File: src/design/assert_macros.svh
// Assertion macros shared by the design files.
`ifndef ASSERT_MACROS_SVH
`define ASSERT_MACROS_SVH
// Implication checked every clock outside reset.
`define CHK_IMPLY(label, ante, cons, msg) \
  label: assert property (@(posedge clk) disable iff (rst) (ante) |-> (cons)) else $error(msg);
// Implication whose consequent is checked on the next clock.
`define CHK_NEXT(label, ante, cons, msg) \
  label: assert property (@(posedge clk) disable iff (rst) (ante) |=> (cons)) else $error(msg);
`endif

File: src/design/lrts_pkg.sv
// Package: payload types, constants and tables of the ring yaw time stamper.
package lrts_pkg;
  localparam int NumRingsDef = 32;
  localparam int CordicSteps = 15;
  localparam int QueueDepth  = 2;

  localparam logic [1:0] RegBlind = 2'd0;
  localparam logic [1:0] RegDecim = 2'd1;
  localparam logic [1:0] RegTsGiven = 2'd2;
  localparam logic [1:0] RegTurn = 2'd3;

  typedef struct packed {
    logic               cloud_start;
    logic signed [23:0] x_mm;
    logic signed [23:0] y_mm;
    logic signed [23:0] z_mm;
    logic [7:0]         intensity;
    logic [7:0]         ring;
    logic [52:0]        timestamp_us;
  } in_word_t;

  typedef struct packed {
    logic signed [23:0] out_x_mm;
    logic signed [23:0] out_y_mm;
    logic signed [23:0] out_z_mm;
    logic [7:0]         out_intensity;
    logic signed [31:0] time_offset_us;
  } out_word_t;

  // Front to back: classified point.
  typedef struct packed {
    logic               cloud_start;
    logic               keep;      // index and radius tests passed
    logic               ts_mode;
    logic [7:0]         ring;
    logic [15:0]        yaw;
    logic signed [31:0] ts_off;
    logic signed [23:0] x_mm;
    logic signed [23:0] y_mm;
    logic signed [23:0] z_mm;
    logic [7:0]         intensity;
  } job_t;

  function automatic logic [15:0] atan_bam(input logic [3:0] i);
    case (i)
      4'd0: atan_bam = 16'd8192;  4'd1: atan_bam = 16'd4836;
      4'd2: atan_bam = 16'd2555;  4'd3: atan_bam = 16'd1297;
      4'd4: atan_bam = 16'd651;   4'd5: atan_bam = 16'd326;
      4'd6: atan_bam = 16'd163;   4'd7: atan_bam = 16'd81;
      4'd8: atan_bam = 16'd41;    4'd9: atan_bam = 16'd20;
      4'd10: atan_bam = 16'd10;   4'd11: atan_bam = 16'd5;
      4'd12: atan_bam = 16'd3;    4'd13: atan_bam = 16'd1;
      4'd14: atan_bam = 16'd1;
      default: atan_bam = 16'd0;
    endcase
  endfunction
endpackage

File: src/design/lrts_queue.sv
// Short FIFO of classified points between front and back.
module lrts_queue import lrts_pkg::*; (
  input  logic clk,
  input  logic rst,
  input  logic wr_valid,
  output logic wr_stall,
  input  job_t wr_data,
  output logic rd_valid,
  input  logic rd_stall,
  output job_t rd_data
);
  localparam int AW = $clog2(QueueDepth);
  job_t q [QueueDepth];
  logic [AW-1:0] wp, rp;
  logic [AW:0] cnt;
  logic push, pop;

  assign wr_stall = (cnt == (AW+1)'(QueueDepth));
  assign rd_valid = (cnt != '0);
  assign rd_data = q[rp];
  assign push = wr_valid && !wr_stall;
  assign pop = rd_valid && !rd_stall;

  always_ff @(posedge clk) begin
    if (push) q[wp] <= wr_data;
    if (rst) begin
      wp <= '0; rp <= '0; cnt <= '0;
    end else begin
      if (push) wp <= (wp == AW'(QueueDepth - 1)) ? '0 : wp + 1'b1;
      if (pop) rp <= (rp == AW'(QueueDepth - 1)) ? '0 : rp + 1'b1;
      cnt <= cnt + (AW+1)'(push) - (AW+1)'(pop);
    end
  end

  `include "assert_macros.svh"
  `CHK_IMPLY(a_no_overflow, push, cnt < (AW+1)'(QueueDepth), "queue overflow")
  `CHK_IMPLY(a_no_underflow, pop, cnt != '0, "queue underflow")
  `CHK_NEXT(a_count, push && !pop, cnt == $past(cnt) + 1'b1, "count slip")
endmodule

File: config.mk
export PLATFORM = sky130hd
export DESIGN_NAME = lrts_queue
export DESIGN_NICKNAME = d
export VERILOG_FILES = /design/src/design/lrts_pkg.sv /design/src/design/lrts_queue.sv
export VERILOG_INCLUDE_DIRS = /design/src /design/src/design
export SDC_FILE = /design/constraint.sdc
export NUM_CORES = 1
export LEC_CHECK = 0
export BUFFER_PORTS_ARGS = -buffer_cell sky130_fd_sc_hd__buf_2
export CAP_MARGIN = 20
export CORE_MARGIN = 3
export CORE_UTILIZATION = 35
export DETAILED_ROUTE_END_ITERATION = 10
export GPL_TIMING_DRIVEN = 0
export SLEW_MARGIN = 20
export SYNTH_ARGS = -nofsm -noshare
export SYNTH_HDL_FRONTEND = slang
export SYNTH_SLANG_ARGS = --single-unit
File: constraint.sdc
create_clock -name clk -period 3.9 [get_ports clk]
set_input_delay 0.39 -clock clk [delete_from_list [all_inputs] [get_ports clk]]
set_output_delay 0.39 -clock clk [all_outputs]
set_load 0.02 [all_outputs]
* Word-level counts from Yosys, hierarchy flattened
Memory sizes are Yosys's and may differ from the RTL's. A register that Yosys moved wholly into a read port is not among the register bits. Cells that the tools add are included.
Word-level totals: bits in registers 4, bits in writable memories 278, input bits 143, output and inout bits 141, word-level logic and storage cells 20, memories 1
Memories:
- q | depth 2, width 139, read ports 1, clocked after memory_dff 1, write ports 1, line lrts_queue.sv:13 | job_t q [QueueDepth];
Cells by class: add/subtract/negate cells 4, equal/unequal tests 1, mux-type cells 6, reduce and logical (&&, ||, !) cells 5
Operator list (count):
- 1-bit 2-to-1 mux | 6
- 1-bit adder, second input constant | 2
- 2-bit by 1-bit adder with 2-bit output | 1
- 2-bit equality test, second input constant | 1
- 1-bit logical AND | 2
- 1-bit logical NOT | 2
- 2-bit nonzero test | 1
- 2-bit by 1-bit subtractor with 2-bit output | 1

* Depth between registers and ports, before layout
depth after elaboration 5, depth in mapped cells 8, gate-level depth less buffers 8

* Worst setup path before layout
Ideal clock, no wire load.
path kind flip-flop to flip-flop, from register cnt[0], to memory q[1][0] (netlist name), enable pin, library setup time 0.516 ns, arrival time 3.709 ns, required time 3.384 ns, path slack -0.324 ns, cell stages (with the launch flop) 3, path buffers 0, period minus slack after synthesis 4.224 ns, path through dfxtp_1 nand2b_1 and3_1
On the way: longest elaborated chain between the ends 5
Ends and longest elaborated chain:
- start, declared | line lrts_queue.sv:15 | logic [AW:0] cnt;
- start signal, assigned | line lrts_queue.sv:31 | cnt <= cnt + (AW+1)'(push) - (AW+1)'(pop);
- 2-bit equality test | line lrts_queue.sv:18 | assign wr_stall = (cnt == (AW+1)'(QueueDepth));
- 1-bit logical NOT | line lrts_queue.sv:21 | assign push = wr_valid && !wr_stall;
- 1-bit logical AND | line lrts_queue.sv:21
- 1-bit 2-to-1 mux | line lrts_queue.sv:25 | if (push) q[wp] <= wr_data;
- 1-bit 2-to-1 mux (not written as such) | line lrts_queue.sv:25
- end, declared | line lrts_queue.sv:13
Every way passes these cells.

* Worst setup path in the final report
from register cnt[0], to memory q[0][92] (netlist name), enable pin
The elaborated chain is that of the path after synthesis.

==> results by group <==
Status
  • Status: finished clean

CTS
  • # H-tree levels: 1
  • Skew-Pair Late Insertion Delay: 0.53 ns
  • Bufs on Longest Clock Path: 3
  • Post_cts resized: 0
  • Total CTS buffers: 30
  • Post-CTS setup buffers: 0
  • CTS root buf: clkbuf_16
  • CTS clk-pin slew, worst paths: 0.06 ns
  • Hold buffers post-CTS: 0
  • CTS tree: done
  • Clock sink count: 283

Logic synthesis
  • Synth Instances: 461
  • Seq/Total Area, Yosys: 0.820
  • Cell Area, Synth: 10300 µm²
  • Syn_area_per_cell: 22.3 µm²
  • Synth Register Bits: 283
  • Synth warnings: 0
  • Synthesized Nets: 606
  • Yosys cell types: 19

Timing
  • Setup violators final: 0
  • Maximum clock frequency: 424 MHz
  • Pins over their slew limit: 0
  • Min Hold Slack: 0.0408 ns
  • Worst-margin pin slew: 0.571 ns
  • Fin crit share: 0.605
  • Clock period minus worst slack: 2.36 ns
  • Worst Skew: 0.00707 ns
  • Setup TNS: 0 ns
  • Worst rel slew slack: 0.618
  • Hold Violations, Final: 0
  • RSZ-0062 raised after global routing: false

GRT
  • GR Util All Layers: 0.127
  • Vias in the first global route: 5736
  • Pin count of the biggest net entering global routing: 49
  • Total gr overflow: 0
  • Initial antenna violation count: 6
  • First-pass GRT wire length: 31100 µm

Die
  • Initial core utilization: 0.357
  • Area of the die: 31500 µm²
  • Io pins: 284
  • Core Box Area: 28900 µm²
  • Die Height: 178 µm
  • Row count: 62
  • Die X: 178 µm

Worst setup path
  • Startpoint types: flip-flop
  • Crit path max-delay family: buffers and inverters
  • Crit path largest cell delay: 0.43 ns
  • R2R Path Start: cnt[0]
  • Crit end category: flip-flop
  • Slowest cell on the critical path: clkinvlp_4
  • Launch point of the worst path: cnt[0]
  • CP Class: flip-flop to flip-flop
  • Most frequent CP cell: buf_12
  • Worst Path Required: 4.12 ns
  • CP max FO: 31
  • Cell Chain, Critical Path: nand2b_1 -> inv_1 -> or3_1 -> clkinvlp_4 -> buf_16 -> buf_12 -> buf_12
  • Critical path buffer and inverter count: 5
  • Data arrival, critical path: 2.59 ns

Job
  • MaxCap Viol Count: 0

Layout
  • Fraction of layout instances using a drive strength above 1: 0.606
  • Syn-to-layout area delta: 29.6%
  • Finished Cell Area: 13300 µm²
  • # nets final: 929
  • Most frequent cells in the layout: 285 x buf_2, 278 x edfxtp_1, 139 x mux2_2
  • Final Core Density: 0.463
  • Footprint of the multi-input gates: 1690 µm²
  • Commonest non-fill, non-tap cell in the layout: buf_2
  • Reg area: 8450 µm²
  • Number of fill cells in the layout: 2585

Power
  • Power Dens Cells: 684 nW/µm²
  • Leak: 4.98 nW
  • Worst vdd ir: 396 µV

Place
  • Placer Congestion: 0.674
  • Post-DP HPWL: 14800 µm
  • Number of port buffers: 283
  • Post-DP Area: 12400 µm²

Route
  • DR iter-0 viols: 218
  • Avg WL per Cell: 17.6 µm
  • DRT Pass-1 Iters: 4
  • Drt drc: 0
  • Vias: 5307
  • Via density: 4.45
  • Routed Antenna Nets: 0
  • Detailed-route wire length: 20900 µm

Min path
  • Hold Path Class: primary input to flip-flop
  • Hold wc startpoint: wr_data[6]
-- layer usage --
layer,vias up,part of all wire,global-route usage
met5,-,0.0020,0
met4,6,0.031,0.0425
met3,49,0.091,0.0494
met2,182,0.50,0.218
met1,2589,0.38,0.145
li1,2481,-,-
-- cell usage after synthesis (all sizes together) --
cell type / number / area share
nor2b: 1 / 0.00061
nor2: 3 / 0.0011
nand2: 1 / 0.00036
and2: 1 / 0.00061
edfxtp: 278 / 0.81
nand2b: 1 / 0.00061
o21ai: 2 / 0.00097
dfxtp: 5 / 0.0097
xor2: 1 / 0.00085
a21oi: 3 / 0.0015
inv: 5 / 0.0018
mux2: 139 / 0.15
and3: 1 / 0.00061
nor3: 1 / 0.00049
or3: 2 / 0.0012
buf: 15 / 0.014
ha: 2 / 0.0024
-- final timing paths --
check        endpoint  slack, ns  cells past startpoint
max          q[0][92]       1.54                      7
min           q[1][6]       0.04                      1
max reg2reg  q[0][92]       1.54                      7
min reg2reg        wp       0.50                      2
-- worst register-to-register path: cells and delay by family, from the launching register on --
| kind | cells | cell delay, ns |
|---|---|---|
| buf+inv | 5 | 1.17 |
| simple gates | 2 | 0.52 |
| flops | 1 | 0.34 |
-- kinds of logic after synthesis --
logic type	after synthesis	synth area share
xor gates and xnor gates	1	0.000851
muxes	139	0.152
and+or+nand+nor	11	0.00559
AOI/OAI and AO/OA	5	0.00243
DFF	283	0.820
buffers and inverters	20	0.0163
adders and majority gates	2	0.00243
-- layout make-up --
class	instances	area share
Buffer	15	0.0112
Tap cell	384	0.0360
Clock buffer	45	0.0650
Inverter	5	0.00169
Antenna cell	3	0.000562
Timing Repair Buffer	291	0.120
Multi-Input combinational cell	158	0.126
Sequential cell	283	0.633
Clock inverter	8	0.00656
-- flip-flops by register name, indices dropped and copies added, names as in the netlist, named ones only --
| register | count |
|---|---|
| wp | 1 |
| cnt | 2 |
| q | 278 |
| rp | 1 |
-- power by group --
| group | internal (W) | switching, W | leakage, nW |
|---|---|---|---|
| registers | 0.00387 | 0.0000893 | 2.64 |
| logic | 0.000984 | 0.00146 | 1.87 |
| clock network | 0.00165 | 0.00106 | 0.470 |
-- stage by stage --
step	power [W]	setup WS (ns)	instances
floorplan	0.00563	0.637	461
global placement	0.00646	-0.694	1128
detailed placement	0.00653	1.47	1136
CTS	0.00929	1.48	1189
global route	0.00958	1.37	1192
finish	0.00912	1.54	1192
No activity file was read; power rests on OpenSTA's default activity.
