$ cat config.mk
export PLATFORM = sky130hd
export DESIGN_NAME = lrts_front
export DESIGN_NICKNAME = d
export VERILOG_FILES = /design/src/design/lrts_pkg.sv /design/src/design/lrts_front.sv
export VERILOG_INCLUDE_DIRS = /design/src /design/src/design
export SDC_FILE = /design/constraint.sdc
export NUM_CORES = 2
export LEC_CHECK = 0
export BUFFER_PORTS_ARGS = -buffer_cell sky130_fd_sc_hd__buf_2
export CAP_MARGIN = 10
export CORE_ASPECT_RATIO = 2
export CORE_MARGIN = 10
export CORE_UTILIZATION = 58
export DETAILED_ROUTE_END_ITERATION = 16
export PLACE_DENSITY = 0.79
export RECOVER_POWER = 100
export SYNTH_ARGS = -nofsm -noshare
export SYNTH_HDL_FRONTEND = slang
export SYNTH_SLANG_ARGS = --single-unit
export TNS_END_PERCENT = 20
$ cat constraint.sdc
create_clock -name clk -period 11.3 [get_ports clk]
set_clock_uncertainty 0.15 [all_clocks]
set_input_delay 0.565 -clock clk [delete_from_list [all_inputs] [get_ports clk]]
set_output_delay 0.565 -clock clk [all_outputs]
set_load 0.05 [all_outputs]
$ cat src/design/assert_macros.svh
// Assertion macros shared by the design files.
`ifndef ASSERT_MACROS_SVH
`define ASSERT_MACROS_SVH
// Implication checked every clock outside reset.
`define CHK_IMPLY(label, ante, cons, msg) \
  label: assert property (@(posedge clk) disable iff (rst) (ante) |-> (cons)) else $error(msg);
// Implication whose consequent is checked on the next clock.
`define CHK_NEXT(label, ante, cons, msg) \
  label: assert property (@(posedge clk) disable iff (rst) (ante) |=> (cons)) else $error(msg);
`endif

$ cat src/design/lrts_pkg.sv
// Package: payload types, constants and tables of the ring yaw time stamper.
package lrts_pkg;
  localparam int NumRingsDef = 32;
  localparam int CordicSteps = 15;
  localparam int QueueDepth  = 2;

  localparam logic [1:0] RegBlind = 2'd0;
  localparam logic [1:0] RegDecim = 2'd1;
  localparam logic [1:0] RegTsGiven = 2'd2;
  localparam logic [1:0] RegTurn = 2'd3;

  typedef struct packed {
    logic               cloud_start;
    logic signed [23:0] x_mm;
    logic signed [23:0] y_mm;
    logic signed [23:0] z_mm;
    logic [7:0]         intensity;
    logic [7:0]         ring;
    logic [52:0]        timestamp_us;
  } in_word_t;

  typedef struct packed {
    logic signed [23:0] out_x_mm;
    logic signed [23:0] out_y_mm;
    logic signed [23:0] out_z_mm;
    logic [7:0]         out_intensity;
    logic signed [31:0] time_offset_us;
  } out_word_t;

  // Front to back: classified point.
  typedef struct packed {
    logic               cloud_start;
    logic               keep;      // index and radius tests passed
    logic               ts_mode;
    logic [7:0]         ring;
    logic [15:0]        yaw;
    logic signed [31:0] ts_off;
    logic signed [23:0] x_mm;
    logic signed [23:0] y_mm;
    logic signed [23:0] z_mm;
    logic [7:0]         intensity;
  } job_t;

  function automatic logic [15:0] atan_bam(input logic [3:0] i);
    case (i)
      4'd0: atan_bam = 16'd8192;  4'd1: atan_bam = 16'd4836;
      4'd2: atan_bam = 16'd2555;  4'd3: atan_bam = 16'd1297;
      4'd4: atan_bam = 16'd651;   4'd5: atan_bam = 16'd326;
      4'd6: atan_bam = 16'd163;   4'd7: atan_bam = 16'd81;
      4'd8: atan_bam = 16'd41;    4'd9: atan_bam = 16'd20;
      4'd10: atan_bam = 16'd10;   4'd11: atan_bam = 16'd5;
      4'd12: atan_bam = 16'd3;    4'd13: atan_bam = 16'd1;
      4'd14: atan_bam = 16'd1;
      default: atan_bam = 16'd0;
    endcase
  endfunction
endpackage

$ cat src/design/lrts_front.sv
// Front: iterative CORDIC yaw, radius test, decimation and timestamp offset.
module lrts_front import lrts_pkg::*; (
  input  logic        clk,
  input  logic        rst,
  input  logic        in_valid,
  output logic        in_stall,
  input  in_word_t    in_data,
  input  logic [15:0] blind_radius_mm,
  input  logic [7:0]  decimation_step,
  input  logic        timestamps_given,
  output logic        job_valid,
  input  logic        job_stall,
  output job_t        job
);
  typedef enum logic [3:0] {
    S_IDLE = 4'b0001, S_SQ = 4'b0010, S_ITER = 4'b0100, S_DONE = 4'b1000
  } fstate_t;

  fstate_t state;
  in_word_t pt;
  logic [52:0] head_ts;
  logic [7:0] phase;
  logic keep_idx;
  logic [3:0] it;
  logic signed [35:0] cx, cy;
  logic [15:0] ang;
  logic [1:0] sq_sel;
  logic [47:0] r2;
  logic [47:0] sq;
  logic signed [23:0] sq_in;
  logic signed [31:0] ts_off;
  logic signed [53:0] diff;
  logic [7:0] step;
  logic [8:0] phase_inc;
  logic signed [35:0] dx, dy;

  assign in_stall = (state != S_IDLE);
  assign step = (decimation_step == 8'd0) ? 8'd1 : decimation_step;
  assign phase_inc = {1'b0, (in_data.cloud_start ? 8'd0 : phase)} + 9'd1;
  assign diff = $signed({1'b0, pt.timestamp_us}) - $signed({1'b0, head_ts});
  assign sq_in = (sq_sel == 2'd0) ? pt.x_mm : ((sq_sel == 2'd1) ? pt.y_mm : pt.z_mm);
  assign sq = 48'($signed(sq_in) * $signed(sq_in));
  assign dx = cy >>> it;
  assign dy = cx >>> it;

  always_comb begin
    if (diff > 54'sd2147483647) ts_off = 32'sh7fffffff;
    else if (diff < -54'sd2147483648) ts_off = 32'sh80000000;
    else ts_off = diff[31:0];
  end

  always_ff @(posedge clk) begin
    if (rst) begin
      state <= S_IDLE;
      head_ts <= '0;
      phase <= '0;
      job_valid <= 1'b0;
    end else begin
      if (state == S_DONE && (!job_valid || !job_stall)) job_valid <= 1'b1;
      else if (!job_stall) job_valid <= 1'b0;
      case (state)
        S_IDLE: begin
          if (in_valid) begin
            pt <= in_data;
            if (in_data.cloud_start) head_ts <= in_data.timestamp_us;
            keep_idx <= in_data.cloud_start || (phase == 8'd0);
            phase <= (phase_inc >= {1'b0, step}) ? 8'd0 : phase_inc[7:0];
            r2 <= '0;
            sq_sel <= 2'd0;
            state <= S_SQ;
          end
        end
        S_SQ: begin
          r2 <= r2 + sq;
          if (sq_sel == 2'd2) begin
            it <= '0;
            if (pt.x_mm < 0) begin
              cx <= -(36'(pt.x_mm) <<< 8);
              cy <= -(36'(pt.y_mm) <<< 8);
              ang <= 16'd32768;
            end else begin
              cx <= 36'(pt.x_mm) <<< 8;
              cy <= 36'(pt.y_mm) <<< 8;
              ang <= 16'd0;
            end
            state <= S_ITER;
          end
          sq_sel <= sq_sel + 2'd1;
        end
        S_ITER: begin
          if (cy >= 0) begin
            cx <= cx + dx; cy <= cy - dy; ang <= ang + atan_bam(it);
          end else begin
            cx <= cx - dx; cy <= cy + dy; ang <= ang - atan_bam(it);
          end
          it <= it + 4'd1;
          if (it == 4'(CordicSteps - 1)) state <= S_DONE;
        end
        S_DONE: begin
          if (!job_valid || !job_stall) begin
            job.cloud_start <= pt.cloud_start;
            job.keep <= keep_idx &&
                        (r2 > 48'(blind_radius_mm * blind_radius_mm));
            job.ts_mode <= timestamps_given;
            job.ring <= pt.ring;
            job.yaw <= (pt.x_mm == 0 && pt.y_mm == 0) ? 16'd0 : ang;
            job.ts_off <= ts_off;
            job.x_mm <= pt.x_mm;
            job.y_mm <= pt.y_mm;
            job.z_mm <= pt.z_mm;
            job.intensity <= pt.intensity;
            state <= S_IDLE;
          end
        end
        default: state <= S_IDLE;
      endcase
    end
  end

  `include "assert_macros.svh"
  `CHK_IMPLY(a_stall_busy, state != S_IDLE, in_stall, "front busy without stall")
  `CHK_NEXT(a_iter_done, state == S_ITER && it == 4'(CordicSteps - 1), state == S_DONE, "cordic overrun")
  `CHK_IMPLY(a_phase_range, state == S_SQ, phase < step || decimation_step == 8'd0, "phase range")
endmodule

**After elaboration in Yosys (flattened, before gate mapping)**

Memory sizes are Yosys's and may differ from the RTL's. A register that Yosys moved wholly into a read port is not among the register bits.
Cells that the tools add are included.

- Memory bits (read-only): 448
- Bits in registers: 490
- Bits of input ports: 171
- Memories kept: 2

Memory list:

| name | depth | bits a word | rd ports | clocked after Yosys merged registers in | write ports | line | RTL |
|---|---|---|---|---|---|---|---|
| (name not given) | 16 | 14 | 1 | 1 | 0 | lrts_pkg.sv:45 | `case (i)` |
| (name not given) | 16 | 14 | 1 | 1 | 0 | lrts_pkg.sv:45 |  |

- Reduce and logical (&&, ||, !) cells: 21
- Shift-type cells: 2
- Bitwise logic cells: 1
- Equal/unequal tests: 13
- Multipliers: 2
- Add/sub/neg operators: 13
- $lt $le $gt $ge: 6
- Muxes and demuxes: 39

Operators by type and width:

| cell | count |
|---|---|
| two-way mux 36 bit | 6 |
| two-way mux 16 bit | 9 |
| case mux 36 bit (2 select lines) | 2 |
| case mux 48 bit (2 select lines) | 1 |
| adder 36 bit | 2 |
| negator 32 -> 36 bit | 2 |
| >>> shifter 36 x 4 -> 36 bit | 2 |
| subtractor 36 bit | 2 |
| zero test 32 bit | 2 |
| greater-than comparator 54 x 32 -> 1 bit, second input constant | 1 |
| less-than comparator 54 x 32 -> 1 bit, second input constant | 1 |
| subtractor 53 x 53 -> 54 bit | 1 |
| adder 48 bit | 1 |
| greater-than comparator 48 x 32 -> 1 bit | 1 |
| multiplier 24 x 24 -> 48 bit | 1 |
| two-way mux 24 bit | 2 |
| two-way mux 48 bit | 1 |
| greater-or-equal comparator 36 x 1 -> 1 bit, second input constant | 1 |
| multiplier 16 x 16 -> 32 bit | 1 |
| two-way mux 32 bit | 1 |
| case mux 16 bit (2 select lines) | 1 |
| two-way mux 4 bit | 7 |
| less-than comparator 24 x 1 -> 1 bit, second input constant | 1 |
| two-way mux 8 bit | 3 |
| 30 further kinds | 45 |

**Logic depth before layout (Yosys ltp)**

- Word-level depth: 7
- Gate-level depth with buffers: 37
- Depth with buffers taken out: 36

**Least setup slack after synthesis**

No wires, ideal clock.

- Kind: in2reg
- Start point: in rst
- End point: reg job[0] (netlist bit), enable pin
- Stages: 3
- Buffers on the path: 2
- Data arrival time: 11.085 ns
- Library setup time: 0.836 ns
- Slack: -0.771 ns
- Path through: clkbuf_1 > buf_1 > nor3b_1

- Longest elaborated chain between the ends: 2

Ends and longest elaborated chain:

| what | line | RTL |
|---|---|---|
| from (decl) | lrts_front.sv:4 | `input logic rst,` |
| NOT 1 bit (no source line) | - |  |
| AND reduction 3 bit (no source line) | - |  |
| to (decl) | lrts_front.sv:13 | `output job_t job` |

Every way passes these cells.
A chain may end at the register's enable or synchronous reset.

**Worst setup path in the final report**

- Start point: reg sq_sel[1]
- End point: reg r2[39] (data pin)

- Longest elaborated chain between the ends: 6

Ends and longest elaborated chain:

| what | line | RTL |
|---|---|---|
| from (decl) | lrts_front.sv:27 | `logic [1:0] sq_sel;` |
| from (signal assigned) | lrts_front.sv:88 | `sq_sel <= sq_sel + 2'd1;` |
| == test 2 x 1 -> 1 bit | lrts_front.sv:41 | `assign sq_in = (sq_sel == 2'd0) ? pt.x_mm : ((sq_sel == 2'd1) ? pt.y_mm : pt.z_mm);` |
| two-way mux 24 bit | lrts_front.sv:41 |  |
| two-way mux 24 bit (*) | lrts_front.sv:41 |  |
| multiplier 24 x 24 -> 48 bit (*) | lrts_front.sv:42 | `assign sq = 48'($signed(sq_in) * $signed(sq_in));` |
| adder 48 bit (*) | lrts_front.sv:74 | `r2 <= r2 + sq;` |
| case mux 48 bit (2 select lines) (*) | lrts_front.sv:61 | `case (state)` |
| to (signal assigned) | lrts_front.sv:74 |  |
| to (decl) | lrts_front.sv:28 | `logic [47:0] r2;` |

Mark *: on every way between the ends. The rest lies on a longest branch, timed or not.

==> run metrics <==
largest net degree at the start of global routing=83; worst-path fanout max=20; TNS Setup=0 ns; Remaining Overflow, GRT=0; Final Hold Vio Count=0; post-synthesis async set-or-reset flop share=0%; syn_area_per_cell=9.961 um^2; initial core utilization=58.36%; Critical Path Sink Type=flip-flop; clock tree buffer depth=3; Layout Nets=7,666; failing checks=capacitance limit, slew limit; worst slew pin tran=4.982 ns; post-synthesis sequential area ratio=24.33%; Area contributors post-synth=fa_1 26%, edfxtp_1 22%, ha_1 9.7%, inv_1 6.4%, nand2_1 3.6%; Antenna Nets Post-Route=0; commonest non-fill, non-tap cell in the layout=inv_1; CP startpoint kind=flip-flop; Die ar.=115,500 um^2; Clk pin slew, worst setup/hold paths=0.07 ns; arrival time worst endpoint=11.07 ns; core box area=101,000 um^2; Multi-input gate area=39,920 um^2; H-tree depth=2; vias in the first global route=49,630; top-area cell type share of the netlist area=25.99%; filler cell count=8,012; chip width=245.4 um; GRT Util Overall=30.21%; RSZ-0062 raised after global routing=false; register area=14,330 um^2; Setup Buffers After CTS=0; CTS buffer count=46; WL/cell=22.64 um; cells after synthesis=5,915; # setup viols final=0; max-cap violations=16; count of different cell masters after synthesis=90; Synth Net Count=7,310; Yosys top cell by area=fa_1; Initial DRC Count=3,399; root buffer cell=clkbuf_16; GPL Wtd Cong=1.011; post-route minimum period=10.89 ns; Hold WC Path Type=in -> reg; Rows=165; critical path type=reg -> reg; Cell Area, Synth=58,920 um^2; CTS tree=yes; first-pass GRT wire length=271,000 um; post-detailed-routing wire length=173,200 um; largest stage delay on the critical path=0.87 ns; Vias/cell=5.985; most frequent CP cell=fa_1; outcome=finished with violations; IO buf count=311; Vias=45,780; Ys Warns=0; Tcrit/Tclk final=96.36%; initial antenna violation count=14; Slew HR=-232.1%; most frequent cells in the layout=1,007 x inv_1, 765 x fa_1, 559 x nand2_1; Fmax=0.09184 GHz; Final Max Tran Viols=786; Die Y=470.7 um; Worst EP required=11.48 ns; residual DRC count=0; Yosys reg bits=504; hpwl dp=137,700 um; worst skew pair latency=0.68 ns; Slowest-stage cell, CP=clkinv_1; EDFF count, synth=424; io pins=312; share of layout cells above drive strength 1=5.836%; area grow syn2layout=9.569%; ys flop type=edfxtp_1; drt pass-1 iters=7; CTS sink count=504
[final timing paths]
kind / from / endpoint / slack, ns / cells past startpoint
max: sq_sel[1] / r2[39] / 0.41 / 30
min: in_data[85] / pt[85] / 0.12 / 1
max reg2reg: sq_sel[1] / r2[39] / 0.41 / 30
min reg2reg: pt[57] / job[132] / 0.27 / 0
[final cells by class]
type                            count  area share [%]
Multi-Input combinational cell   4187           61.83
Sequential cell                   504           22.20
Inverter                         1016           5.910
Timing Repair Buffer              516           4.780
Tap cell                         1336           2.589
Clock buffer                       49           1.816
Clock inverter                     34          0.8412
Antenna cell                        7         0.02713
[per-stage QoR]
stage / setup WS [ns] / util [%] / hold slack [ns] / instances / cell area [um^2]
final: 0.4110 / 63.94 / 0.1234 / 7649 / 64550
after detailed placement: 0.6993 / 61.28 / 0.2545 / 7423 / 61860
after floorplan: 2.300 / - / 0.2503 / 5915 / 58920
after global routing: 0.009903 / 63.94 / 0.1226 / 7647 / 64550
after CTS: 0.6754 / 64.33 / 0.005090 / 7642 / 64940
after global placement: 0.8141 / 61.28 / 0.2519 / 7423 / 61860
[kinds of logic after synthesis]
| kind of cell | count (synthesis) | share of synthesized area [%] |
|---|---|---|
| multiplexers | 195 | 5.318 |
| flip-flops | 504 | 24.33 |
| AND/OR/NAND/NOR | 1466 | 11.43 |
| XOR/XNOR | 337 | 5.010 |
| AO/OA/AOI/OAI | 965 | 10.21 |
| buffers and inverters | 1224 | 7.955 |
| adder cells (fa/ha/maj) | 1224 | 35.74 |
[flip-flops by register name, indices dropped and copies added, names as in the netlist, named ones only]
signal and count:
r2 48, pt 142, ang 16, state 4
sq_sel 2, keep_idx 1, job 139, cx 36
head_ts 53, job_valid 1, cy 36, it 4
phase 8
[repair_timing]
item / CTS / global route
resized for setup: 0 / 0
endpoints found under the hold margin: 172 / 0
hold buffers: 136 / 0
[metal layers]
layer  part of all wire, %  up-vias  routed length, um  global-route usage (%)
met2                    52     2157              89610                   54.35
met4                   9.7        4              16730                   24.30
met5                 0.012        -                 21                       0
met3                   7.7      846              13330                   4.962
li1                      -    20280                  -                       -
met1                    31    22490              53480                   30.12
[synthesized netlist by cell type, types with 57 or more instances]
library cell,instances
inv_1,1008
fa_1,765
nand2_1,559
ha_1,459
edfxtp_1,424
nor2_1,412
a21oi_1,293
o21ai_0,221
xnor2_1,212
clkbuf_1,159
a21o_1,129
xor2_1,125
and2_1,86
dfxtp_1,80
mux2i_1,71
mux4_2,63
nand3_1,58
nand2b_1,57
nor3_1,57
[critical path, delay by kind of cell, from the launching register on]
family	cells	cell delay [ns]
simple gates	4	1.19
flops	1	0.40
compound gates	7	2.38
buf+inv	8	1.51
fa+ha+maj	9	4.44
xor+xnor	1	0.17
mux	1	0.29
Power is not shown: default switching activity piles up to over one toggle a cycle in this logic, so the estimate is an artifact.
