[src/design/assert_macros.svh]
// Assertion macros shared by the design files.
`ifndef ASSERT_MACROS_SVH
`define ASSERT_MACROS_SVH
// Implication checked every clock outside reset.
`define CHK_IMPLY(label, ante, cons, msg) \
  label: assert property (@(posedge clk) disable iff (rst) (ante) |-> (cons)) else $error(msg);
// Implication whose consequent is checked on the next clock.
`define CHK_NEXT(label, ante, cons, msg) \
  label: assert property (@(posedge clk) disable iff (rst) (ante) |=> (cons)) else $error(msg);
`endif

[src/design/lrts_pkg.sv]
// Package: payload types, constants and tables of the ring yaw time stamper.
package lrts_pkg;
  localparam int NumRingsDef = 32;
  localparam int CordicSteps = 15;
  localparam int QueueDepth  = 2;

  localparam logic [1:0] RegBlind = 2'd0;
  localparam logic [1:0] RegDecim = 2'd1;
  localparam logic [1:0] RegTsGiven = 2'd2;
  localparam logic [1:0] RegTurn = 2'd3;

  typedef struct packed {
    logic               cloud_start;
    logic signed [23:0] x_mm;
    logic signed [23:0] y_mm;
    logic signed [23:0] z_mm;
    logic [7:0]         intensity;
    logic [7:0]         ring;
    logic [52:0]        timestamp_us;
  } in_word_t;

  typedef struct packed {
    logic signed [23:0] out_x_mm;
    logic signed [23:0] out_y_mm;
    logic signed [23:0] out_z_mm;
    logic [7:0]         out_intensity;
    logic signed [31:0] time_offset_us;
  } out_word_t;

  // Front to back: classified point.
  typedef struct packed {
    logic               cloud_start;
    logic               keep;      // index and radius tests passed
    logic               ts_mode;
    logic [7:0]         ring;
    logic [15:0]        yaw;
    logic signed [31:0] ts_off;
    logic signed [23:0] x_mm;
    logic signed [23:0] y_mm;
    logic signed [23:0] z_mm;
    logic [7:0]         intensity;
  } job_t;

  function automatic logic [15:0] atan_bam(input logic [3:0] i);
    case (i)
      4'd0: atan_bam = 16'd8192;  4'd1: atan_bam = 16'd4836;
      4'd2: atan_bam = 16'd2555;  4'd3: atan_bam = 16'd1297;
      4'd4: atan_bam = 16'd651;   4'd5: atan_bam = 16'd326;
      4'd6: atan_bam = 16'd163;   4'd7: atan_bam = 16'd81;
      4'd8: atan_bam = 16'd41;    4'd9: atan_bam = 16'd20;
      4'd10: atan_bam = 16'd10;   4'd11: atan_bam = 16'd5;
      4'd12: atan_bam = 16'd3;    4'd13: atan_bam = 16'd1;
      4'd14: atan_bam = 16'd1;
      default: atan_bam = 16'd0;
    endcase
  endfunction
endpackage

[src/design/lrts_ram.sv]
// Generic single-port-write, single-read RAM with registered read.
module lrts_ram #(
  parameter int Width = 16,
  parameter int Depth = 32
) (
  input  logic                     clk,
  input  logic                     we,
  input  logic [$clog2(Depth)-1:0] waddr,
  input  logic [Width-1:0]         wdata,
  input  logic [$clog2(Depth)-1:0] raddr,
  output logic [Width-1:0]         rdata
);
  logic [Width-1:0] mem [Depth];
  always_ff @(posedge clk) begin
    if (we) mem[waddr] <= wdata;
    rdata <= mem[raddr];
  end
endmodule

[src/design/lrts_back.sv]
// Back: per-ring yaw time state, multiply, output register.
module lrts_back import lrts_pkg::*; #(
  parameter int NumRings = NumRingsDef
) (
  input  logic        clk,
  input  logic        rst,
  input  logic        job_valid,
  output logic        job_stall,
  input  job_t        job,
  input  logic [19:0] turn_period_us,
  output logic        out_valid,
  input  logic        out_stall,
  output out_word_t   out_data
);
  localparam int RW = (NumRings > 1) ? $clog2(NumRings) : 1;
  typedef enum logic [3:0] {
    B_IDLE = 4'b0001, B_READ = 4'b0010, B_MUL = 4'b0100, B_EMIT = 4'b1000
  } bstate_t;

  bstate_t state;
  job_t j;
  logic [NumRings-1:0] seen;
  logic [RW-1:0] ra;
  logic [RW-1:0] rd_addr;
  logic [15:0] fy_rd;
  logic [31:0] lt_rd;
  logic fy_we, lt_we;
  logic [15:0] fy_wd;
  logic [31:0] lt_wd;
  logic [35:0] prod;
  logic [31:0] tval;
  logic [31:0] t_adj;
  logic signed [31:0] toff;
  logic in_range;
  logic emit_fire;

  assign ra = j.ring[RW-1:0];
  // read ahead with the incoming ring so the first yaw is ready in B_READ
  assign rd_addr = (state == B_IDLE) ? job.ring[RW-1:0] : ra;
  assign in_range = ({24'd0, j.ring} < 32'(NumRings));
  assign tval = 32'(prod >> 16);
  assign t_adj = (tval < lt_rd) ? tval + 32'(turn_period_us) : tval;
  assign job_stall = (state != B_IDLE);
  assign emit_fire = (state == B_EMIT) && (!out_valid || !out_stall);
  assign fy_wd = j.yaw;

  lrts_ram #(.Width(16), .Depth(NumRings)) u_fy (
    .clk, .we(fy_we), .waddr(ra), .wdata(fy_wd), .raddr(rd_addr), .rdata(fy_rd));
  lrts_ram #(.Width(32), .Depth(NumRings)) u_lt (
    .clk, .we(lt_we), .waddr(ra), .wdata(lt_wd), .raddr(rd_addr), .rdata(lt_rd));

  // first point of a ring: store its yaw, time restarts at zero
  always_comb begin
    fy_we = 1'b0;
    lt_we = 1'b0;
    lt_wd = '0;
    if (state == B_READ && !j.ts_mode && in_range && !seen[ra]) begin
      fy_we = 1'b1; lt_we = 1'b1;
    end else if (state == B_MUL) begin
      lt_we = 1'b1; lt_wd = t_adj;
    end
  end

  always_ff @(posedge clk) begin
    if (rst) begin
      state <= B_IDLE;
      seen <= '0;
      out_valid <= 1'b0;
    end else begin
      if (emit_fire) out_valid <= 1'b1;
      else if (!out_stall) out_valid <= 1'b0;
      case (state)
        B_IDLE: begin
          if (job_valid) begin
            j <= job;
            if (job.cloud_start) seen <= '0;
            state <= B_READ;
          end
        end
        B_READ: begin
          if (j.ts_mode) begin
            toff <= j.ts_off;
            state <= j.keep ? B_EMIT : B_IDLE;
          end else if (!in_range) begin
            state <= B_IDLE;
          end else if (!seen[ra]) begin
            seen[ra] <= 1'b1;
            state <= B_IDLE;
          end else begin
            prod <= 36'(16'(fy_rd - j.yaw) * turn_period_us) + 36'd32768;
            state <= B_MUL;
          end
        end
        B_MUL: begin
          // one more turn if time would run backwards on this ring
          toff <= $signed(t_adj);
          state <= j.keep ? B_EMIT : B_IDLE;
        end
        B_EMIT: begin
          if (emit_fire) begin
            out_data.out_x_mm <= j.x_mm;
            out_data.out_y_mm <= j.y_mm;
            out_data.out_z_mm <= j.z_mm;
            out_data.out_intensity <= j.intensity;
            out_data.time_offset_us <= toff;
            state <= B_IDLE;
          end
        end
        default: state <= B_IDLE;
      endcase
    end
  end

  `include "assert_macros.svh"
  `CHK_IMPLY(a_emit_keep, state == B_EMIT, j.keep, "emit of dropped point")
  `CHK_NEXT(a_emit_valid, emit_fire, out_valid, "result lost")
  `CHK_IMPLY(a_busy, state != B_IDLE, job_stall, "back busy without stall")
  `CHK_NEXT(a_hold, out_valid && out_stall, out_valid && $stable(out_data), "word changed under stall")
endmodule

[config.mk]
export PLATFORM = sky130hd
export DESIGN_NAME = lrts_back
export DESIGN_NICKNAME = d
export VERILOG_FILES = /design/src/design/lrts_pkg.sv /design/src/design/lrts_ram.sv /design/src/design/lrts_back.sv
export VERILOG_INCLUDE_DIRS = /design/src /design/src/design
export SDC_FILE = /design/constraint.sdc
export NUM_CORES = 2
export LEC_CHECK = 0
export BUFFER_PORTS_ARGS = -buffer_cell sky130_fd_sc_hd__buf_4
export CORE_ASPECT_RATIO = 0.6
export CORE_MARGIN = 8
export CORE_UTILIZATION = 42
export CTS_CLUSTER_DIAMETER = 120
export DETAILED_ROUTE_END_ITERATION = 12
export HOLD_SLACK_MARGIN = 0.06
export PLACE_DENSITY = 0.64
export SLEW_MARGIN = 20
export SYNTH_ARGS = -nofsm -noshare
export SYNTH_HDL_FRONTEND = slang
export SYNTH_SLANG_ARGS = --single-unit
[constraint.sdc]
create_clock -name clk -period 11.45 [get_ports clk]
set_input_delay 0 -clock clk [delete_from_list [all_inputs] [get_ports clk]]
set_output_delay 0 -clock clk [all_outputs]
set_load 0.05 [all_outputs]
**After elaboration in Yosys (flattened, before gate mapping)**

Memory sizes are Yosys's and may differ from the RTL's. A register that Yosys moved wholly into a read port is not among the register bits.
Cells that the tools add are included.

- Add/sub/neg operators: 3
- Multiply operators: 1
- Magnitude comparators: 4
- Equality and inequality tests: 13
- Mux-type cells: 32
- Bitwise operators: 3
- Reductions and logical operators: 18

Operators by type and width:

| cell | number |
|---|---|
| 32-bit 2-to-1 mux | 6 |
| 32-bit one-hot mux with 2 select lines | 2 |
| 21-bit 2-to-1 mux | 3 |
| 36-bit by 16-bit adder with 36-bit output, second input constant | 1 |
| 16-bit by 20-bit multiplier with 36-bit output | 1 |
| 20-bit by 32-bit less-than comparator with 1-bit output | 1 |
| 32-bit OR | 1 |
| 20-bit by 20-bit adder with 21-bit output | 1 |
| 4-bit 2-to-1 mux | 4 |
| 4-bit one-hot mux with 4 select lines | 1 |
| 16-bit subtractor | 1 |
| 2-bit inequality test, second input constant | 7 |
| 1-bit 2-to-1 mux | 11 |
| 3-bit AND reduction | 3 |
| 8-bit by 6-bit less-than comparator with 1-bit output, second input constant | 1 |
| 5-bit by 6-bit less-than comparator with 1-bit output, second input constant | 1 |
| 3-bit 2-to-1 mux | 2 |
| 6-bit AND reduction | 1 |
| 1-bit binary-select mux with 5-bit select | 1 |
| 1-bit demux with 5-bit select | 1 |
| 5-bit by 1-bit >= comparator with 1-bit output, second input constant | 1 |
| 1-bit logical AND | 5 |
| 5-bit 2-to-1 mux | 1 |
| 5-bit AND reduction | 1 |
| 11 further kinds | 16 |

- Register bits: 387
- Bits in writable memories: 1,184
- Bits of input ports: 163
- Output and inout port bits: 114
- Logic and storage cells: 96
- Memories: 2

Memories:

| name | words | bits a word | rd ports | clocked after Yosys merged registers in | write ports | RTL line | source |
|---|---|---|---|---|---|---|---|
| u_lt.mem | 32 | 21 | 1 | 1 | 1 | lrts_ram.sv:13 | `logic [Width-1:0] mem [Depth];` |
| u_fy.mem | 32 | 16 | 1 | 1 | 1 | lrts_ram.sv:13 |  |

**Logic depth before layout (Yosys ltp)**

- Depth after elaboration: 9
- Mapped depth: 33
- Gate-level depth less buffers: 32

**Modules after synthesis**

From an unflattened synthesis, not the netlist that was laid out.

- Cell total of the unflattened synthesis: 5,438
- Area, all modules: 84,477.3 µm²

By module, submodules not included:

| module | instances | cells an instance | area each (µm²) | seq. area each (µm²) |
|---|---|---|---|---|
| lrts_ram at u_lt | 1 | 2,260 | 40,485.1 | 31,390.1 |
| lrts_back | 1 | 2,035 | 23,457.5 | 9,809.4 |
| lrts_ram at u_fy | 1 | 1,143 | 20,534.7 | 15,695.1 |

**Worst setup path before layout**

No wires, ideal clock.

- Kind: register to register
- From: register out_valid
- To: register out_data[0] in the netlist's numbering, enable pin
- Library setup time: 743 ps
- Arrival: 8,744 ps
- Data required time: 10,707 ps
- Path slack: 1,963 ps
- Stages on the path, launching flop included: 3
- Path buffers: 0
- Period minus slack after synthesis: 9,487 ps
- Cells stage by stage: dfxtp_1 > nand2_1 > nor3b_1

- Word-level cells in the longest chain between the ends: 4

RTL lines:

| element | RTL line | source |
|---|---|---|
| start: declaration | lrts_back.sv:11 | `output logic out_valid,` |
| start signal: assignment | lrts_back.sv:68 | `out_valid <= 1'b0;` |
| start signal: assignment | lrts_back.sv:70 | `if (emit_fire) out_valid <= 1'b1;` |
| start signal: assignment | lrts_back.sv:71 | `else if (!out_stall) out_valid <= 1'b0;` |
| 1-bit logical NOT | lrts_back.sv:44 | `assign emit_fire = (state == B_EMIT) && (!out_valid \|\| !out_stall);` |
| 1-bit logical OR | lrts_back.sv:44 |  |
| 1-bit logical AND | lrts_back.sv:44 |  |
| 3-bit AND reduction (no source line) | -- |  |
| end: declaration | lrts_back.sv:13 | `output out_word_t out_data` |

Every way passes these cells.
A chain may end at the register's enable or synchronous reset.

**Worst setup path in the final report**

- From: register j, in the netlist fy_wd[0]
- To: register prod[34] (data pin)

- Word-level cells in the longest chain between the ends: 3

RTL lines:

| element | RTL line | source |
|---|---|---|
| start: declaration | lrts_back.sv:21 | `job_t j;` |
| start signal: assignment | lrts_back.sv:75 | `j <= job;` |
| 16-bit subtractor | lrts_back.sv:90 | `prod <= 36'(16'(fy_rd - j.yaw) * turn_period_us) + 36'd32768;` |
| 16-bit by 20-bit multiplier with 36-bit output | lrts_back.sv:90 |  |
| 36-bit by 16-bit adder with 36-bit output | lrts_back.sv:90 |  |
| end signal: assignment | lrts_back.sv:90 |  |
| end: declaration | lrts_back.sv:30 | `logic [35:0] prod;` |

Every way passes these cells.

==> results.py <==
metrics = {
    "sta": {
        "skew_ns": 0.0538,
        "max_slew_margin_pct": 13.5,
        "post-route-min-period_ns": 10.36,
        "fin_hold_ws_ns": 0.124,
        "fmax_ghz": 0.0966,
        "rsz0062_at_grt": "no",
        "setup_viol": 0,
        "tightestPinTransition_ns": 1.29,
        "period_share_pct": 90.4,
        "hold_viol": 0,
        "report.final.slew_viol_count": 0,
        "tns_ns": 0,
    },
    "synthesis": {
        "synth_area_um2": 71800,
        "yosys.area.top_type_share_pct": 62.1,
        "synth-adder-area-share_pct": 10.1,
        "synthCells": 5371,
        "synth_xor_area_share_pct": 0.561,
        "yosys.area.top_type": "edfxtp_1",
        "ys_warn_count": 0,
        "synth_top_family_by_area": "simple AND/OR/NAND/NOR gates",
        "yosys-top-cells-area": "edfxtp_1 62%, fa_1 7.0%, a211oi_1 4.7%",
        "yosys.cell_types.count": 72,
        "synth_fp_nets": 5961,
        "yosysSeqAreaShare_pct": 64.2,
        "synthMuxAreaShare_pct": 0.843,
        "synth_compound_area_share_pct": 9.71,
        "ys.flop_type": "edfxtp_1",
        "syn_area_per_cell_um2": 13.4,
        "yosys.area_share.simple_pct": 10.5,
        "synth_edf_count": 1486,
        "async_reset_ff_share_pct": 0,
        "ys_seq_elements": 1560,
    },
    "route": {
        "routed_via_density": 5.57,
        "wire_per_inst_um": 24.6,
        "drt_wl_total_um": 204000,
        "dr_total_vias": 46200,
        "drtPass1Iterations": 5,
        "initialDrtViolationCount": 5433,
        "drc": 0,
        "antenna_left": 0,
    },
    "clocking": {
        "postCtsHoldBufs": 283,
        "clkTransAtPathRegs_ns": 0.06,
        "cts_buffers": 148,
        "h-tree-depth": 4,
        "cts_sinks": 1560,
        "clockBufferDepth": 3,
        "post_cts_resized": 0,
        "cts_tree": "built",
        "cts_root_buffer": "clkbuf_16",
        "insertion_delay_ns": 0.80,
        "post-cts-setup-buffer-count": 0,
    },
    "floorplanning": {
        "row_count": 117,
        "die_w_um": 550,
        "coreArea_um2": 170000,
        "design.portCount": 277,
        "die_y_um": 336,
        "die-area_um2": 185000,
        "start_util_pct": 42.3,
    },
    "critical_path": {
        "path_class": "flip-flop to flip-flop",
        "cp_max_fo": 34,
        "required_ns": 12.00,
        "cp-end-kind": "flip-flop",
        "crit_top_cell": "fa_1",
        "cp.arrival_ns": 10.90,
        "path_delay_family": "compound AO/OA/AOI/OAI gates",
        "cp_slowest_cell": "edfxtp_1",
        "start_kind": "flip-flop",
        "max_stage_delay_ns": 1.01,
        "path_buf_inv": 3,
    },
    "run_status": {
        "status": "completed",
    },
    "layout": {
        "area_growth_pct": 17.9,
        "final_cells": 8290,
        "drive_gt1_share_pct": 12.4,
        "nets": 6490,
    },
    "placement": {
        "port_buffers": 276,
        "hpwl_um": 122000,
        "gp_routability_congestion": 0.883,
        "dp.cells": 7726,
    },
    "grt": {
        "grt_pass1_vias": 45100,
        "grt_pass1_wl_um": 298000,
        "grt_usage_pct": 21.5,
        "antenna_found_initial": 13,
        "grt_max_degree": 180,
        "grt_overflow": 0,
    },
    "job": {
        "cap_violations": 0,
    },
    "worst_hold_path": {
        "hp-class": "primary input to flip-flop",
    },
}
[worst min-delay path: stages]
cell and delay [ns]:
buf_4 0.13, nand3_1 0.15, nand2b_2 0.38, nor2_1 0.20
[synthesized netlist by cell type, types with 29 or more instances]
master	count
nor4_1	31
mux2i_1	32
inv_1	383
nor2_1	148
dfxtp_1	74
edfxtp_1	1486
and2_1	331
xnor2_1	29
nor2b_1	33
a311oi_1	150
nand2_1	884
a31oi_1	184
fa_1	251
buf_2	54
a211oi_1	453
and2_0	52
clkbuf_1	228
ha_1	176
a21oi_1	53
o21ai_0	44
[path summary, 6_finish.rpt]
path | startpoint | endpoint | slack, ns | depth (start not counted)
setup / recovery | fy_wd[0] | prod[34] | 1.09 | 26
hold / removal | job[138] | seen[9] | 0.12 | 4
setup reg to reg | fy_wd[0] | prod[34] | 1.09 | 26
hold reg to reg | toff[30] | out_data[30] | 0.40 | 0
[layer usage]
layer	up-vias	share of wire [%]	global-route usage (%)
met4	4	2.2	5.19
met1	23200	44	32.4
met3	274	11	4.96
met2	2148	43	31.6
met5	-	0.013	0
li1	20600	-	-
[kinds of logic (layout without fill, tap and decap cells)]
logic type / Yosys count / count (layout)
AOI/OAI and AO/OA: 963 / 963
buffers and inverters: 719 / 1373
xor gates and xnor gates: 46 / 46
muxes: 48 / 48
DFF: 1560 / 1560
adders and majority gates: 427 / 427
other: 0 / 4
and+or+nand+nor: 1608 / 1608
[flip-flops by register name, indices dropped and copies added, names as in the netlist]
signal,flops
out_valid,1
u_lt.mem,672
fy_wd,16
out_data,112
prod,20
j,122
seen,32
state,4
toff,32
u_fy.rdata,16
u_fy.mem,512
u_lt.rdata,21
[cell type report]
type	instances	area, µm²
inverter	384	1440
antenna	4	10.0
multi-input combinational	3092	23200
timing repair buffer	714	6180
fill	14100	85000
sequential	1560	46100
clock inverter	65	732
clock buffer	210	4130
tap	2261	2830
[per-stage QoR]
stage	utilization [%]	area [µm²]	setup WS, ns
final	49.9	84600	1.09
after global routing	49.9	84600	0.706
after CTS	49.8	84500	1.36
after detailed placement	45.3	76800	1.39
after global placement	45.3	76800	1.59
after floorplan	-	71800	1.96
[cell usage in the layout, fill, tap and decap left out, types with 12 or more instances in the layout]
cell type and n:
edfxtp_1 1486, nand2_1 884, a211oi_1 450, buf_4 423, inv_1 383, and2_1 331
dlygate4sd3_1 283, fa_1 251, a31oi_1 183, ha_1 176, clkbuf_16 152, a311oi_1 150
nor2_1 109, dfxtp_1 74, and2_0 52, a21oi_1 48, clkbuf_1 47, o21ai_0 43
nor2b_1 32, nor4_1 31, mux2i_1 29, nor2_2 27, a21o_1 26, nand2b_1 25
xnor2_1 25, clkinv_1 22, xor2_1 17, and3b_1 13, clkinv_2 13, nor3_1 12
nor2_4 12
Power is not shown: default switching activity piles up to over one toggle a cycle in this logic, so the estimate is an artifact.
